[src/hw/rtl/lpbcm_ram.sv]
// Generic single-write, single-read RAM with a registered read port.
`default_nettype none

module lpbcm_ram #(
	parameter int Width = 8,
	parameter int Depth = 64,
	parameter int AddrW = $clog2(Depth)
) (
	input wire logic clk,
	input wire logic wr_en,
	input wire logic [AddrW-1:0] wr_addr,
	input wire logic [Width-1:0] wr_data,
	input wire logic rd_en,
	input wire logic [AddrW-1:0] rd_addr,
	output logic [Width-1:0] rd_data
);

	logic [Width-1:0] mem_q [Depth];
	logic [Width-1:0] rd_data_q;

	always_ff @(posedge clk) begin
		if (wr_en) begin
			mem_q[wr_addr] <= wr_data;
		end
		if (rd_en) begin
			rd_data_q <= mem_q[rd_addr];
		end
	end

	assign rd_data = rd_data_q;

endmodule

`default_nettype wire

[config.mk]
export PLATFORM = sky130hd
export DESIGN_NAME = lpbcm_ram
export DESIGN_NICKNAME = d
export VERILOG_FILES = /design/src/hw/rtl/lpbcm_ram.sv
export SDC_FILE = /design/constraint.sdc
export NUM_CORES = 1
export LEC_CHECK = 0
export BUFFER_PORTS_ARGS = -buffer_cell sky130_fd_sc_hd__buf_2
export CELL_PAD_IN_SITES_DETAIL_PLACEMENT = 0
export CELL_PAD_IN_SITES_GLOBAL_PLACEMENT = 1
export CORE_ASPECT_RATIO = 1.5
export CORE_MARGIN = 3
export CORE_UTILIZATION = 50
export CTS_BUF_LIST = sky130_fd_sc_hd__clkbuf_8
export DETAILED_ROUTE_END_ITERATION = 6
export PLACE_DENSITY = 0.79
export SLEW_MARGIN = 40
export SYNTH_ARGS = -nofsm -noshare
export SYNTH_HDL_FRONTEND = slang
export SYNTH_SLANG_ARGS = --single-unit
[constraint.sdc]
create_clock -name clk -period 6.5 [get_ports clk]
set_clock_uncertainty 0.15 [all_clocks]
set_input_delay 0.325 -clock clk [delete_from_list [all_inputs] [get_ports clk]]
set_output_delay 0.325 -clock clk [all_outputs]
set_load 0.1 [all_outputs]
==> metrics <==
initial antenna violation count 1; fillers 2926; RR Startpoint mem_q[29][6]; CTS Buf Count 72; die area 43000 µm²; die height 252 µm; CP max-delay cell mux4_2; pwr/cell area 284 nW/µm²; CTS H-tree lvls 3; HP Start wr_addr[1]; CTS resizes 0; Final Hold Viols 0; CP bufs+invs 2; final routed DRC violation total 0; type of the worst setup path input port to flip-flop; cts hold-fix bufs 1; I/O pin count 31; DRT met1 WL 15.7 mm; sequential cell area 15600 µm²; CP startpoint kind input port; area of the multi-input gates 4460 µm²; area delta synth->final 9.71%; slowest stage delay, CP 0.57 ns; WL met2 24.3 mm; post-CTS setup buffer count 0; Sinks on Clock Net 520; vias 9545; Slew HR 42.2%; Post-synth EDFFs 520; Hold EP mem_q[49][7]; via-per-instance ratio 6.14; status finished clean; Mapped Cells 940; synth unique cells 39; CP dominant cell by count mux4_2; CP cell instances clkbuf_16 -> buf_4 -> mux4_2 -> mux4_2 -> nor2_1 -> o32ai_1; yosys warns 0; Routability Congestion 0.808; Final setup viols 0; fraction of registers with async set/reset 0%; worst-path maximum fanout 76; Design Area, Final 22200 µm²; Synth Cell Area 20200 µm²; Clk network pwr share 35.1%; Slew Viols, Final 0; Sw Share 21.9%; Commonest cells post-synth edfxtp_1 (520), mux4_2 (126), nor2_1 (83); Top FF cell, synth edfxtp_1; port bufs 30; Starting DRT DRC Count 780; Critical Path AT 2.78 ns; Clock Root Buffer clkbuf_8; met3 wire length 2.62 mm; Min Clock Period, post-route 2.60 ns; Starting Density 51.1%; Avg Cell Area, Syn 21.5 µm²; Final period util 39.9%; FF-to-FF End rd_data[6]; share of cells above drive strength 1 30.2%; Worst R2R Setup Slack 4.22 ns; dominant cell type by area after synthesis edfxtp_1; final core utilization 56.0%; FP Rows 89; Total GRT Usage 21.1%; post-route ant nets 0; worst min path class input port to flip-flop; Comb power frac 5.8%; P_int 0.00492 W; Worst VDD drop 135 µV; CTS tree built; FF+latch count, synth 520; syn nets 963; Max-cap violations 0; Psw 0.00138 W; final total power 0.00630 W; first-pass GRT wire length 65.7 mm; number of global-route vias before repair 10081; worst-case reg-to-reg path depth 5; drt pass-1 iters 5; CTS clk-pin slew, worst paths 0.07 ns; Core Area 39600 µm²; uppermost layer routed met4; Seq pwr share 59.1%; largest cells by area after synthesis edfxtp_1 (77%), mux4_2 (14%), nor2_1 (1.5%); Worst Path Required 6.68 ns; total wire length 43.8 mm; clock latency on the worst-skew pair 0.62 ns; Post-DP HPWL 27.4 mm; Worst Tran Pin Value 0.864 ns; RSZ-0062 raised after global routing false; final-stage net count 1029; WL per Instance 28.2 µm; count leader, synth edfxtp_1; CP Capture Type flip-flop; post-synthesis sequential area ratio 77.1%; largest buffer count on any clock path 3; hold path cells 2; largest net degree at the start of global routing 77; global route total overflow 0; die extent in x 170 µm; P_leak 6.85 nW; FMAX 0.385 GHz; setup TNS 0 ns; placed cell areas 20900 µm²; Top delay family on crit path multiplexers; post-synth top area share 77.1%
[layout by cell type, fill, tap and decap left out, types with 16 or more instances in the layout]
cell type / instances
edfxtp_1: 520
mux4_2: 126
clkbuf_8: 73
nor2_2: 48
nor2_1: 35
buf_2: 24
mux2i_1: 23
clkinv_1: 21
nand2_1: 19
buf_4: 16
[cell families after synthesis]
family          Yosys count  synth area share (%)
flops                   520                  77.1
mux                     162                  15.9
buf+inv                  51                  1.56
simple gates            153                  3.37
compound gates           54                  2.06
[worst max-delay path by stage]
stage	slack, ns	cells after the start	startpoint	end
after floorplan	4.22	7	rd_addr[1]	rd_data[3]
after global placement	2.91	6	rd_addr[0]	rd_data[2]
after detailed placement	3.20	6	rd_addr[0]	rd_data[6]
after CTS	3.86	6	rd_addr[0]	rd_data[6]
after global routing	3.81	6	rd_addr[0]	rd_data[6]
final	3.90	6	rd_addr[0]	rd_data[6]
[flip-flops by register name, indices dropped and copies added, names as in the netlist]
| register | flops |
|---|---|
| mem_q | 512 |
| rd_data | 8 |
[layer usage]
metal	vias up	GRT usage [%]
li1	4068	-
met1	5035	26.1
met2	371	37.7
met3	71	3.33
met4	0	7.54
met5	-	0
[cell type report]
cell class                      instances  area share, %
Antenna cell                            1         0.0113
Clock buffer                           73           4.52
Clock inverter                         48          0.991
Multi-Input combinational cell        369           20.1
Sequential cell                       520           70.3
Tap cell                              500           2.82
Timing Repair Buffer                   43           1.29
[through the flow]
stage / std cells / hold WS (ns) / worst slack, ns
finish: 1554 / 0.110 / 3.90
floorplan: 940 / 0.274 / 4.22
CTS: 1553 / 0.0515 / 3.86
detailed placement: 1431 / 0.579 / 3.20
global route: 1554 / 0.107 / 3.81
global placement: 1428 / 0.573 / 2.91
[power groups by stage]
| stage | logic (W) | registers, W | clock network [W] |
|---|---|---|---|
| 2_1_floorplan | 0.000198 | 0.00383 | 0 |
| 3_3_place_gp | 0.000356 | 0.00380 | 0 |
| 3_5_place_dp | 0.000367 | 0.00380 | 0 |
| 4_1_cts | 0.000368 | 0.00373 | 0.00226 |
| 5_1_grt | 0.000387 | 0.00373 | 0.00240 |
| 6_report | 0.000365 | 0.00373 | 0.00221 |
No activity file was read; power rests on OpenSTA's default activity.
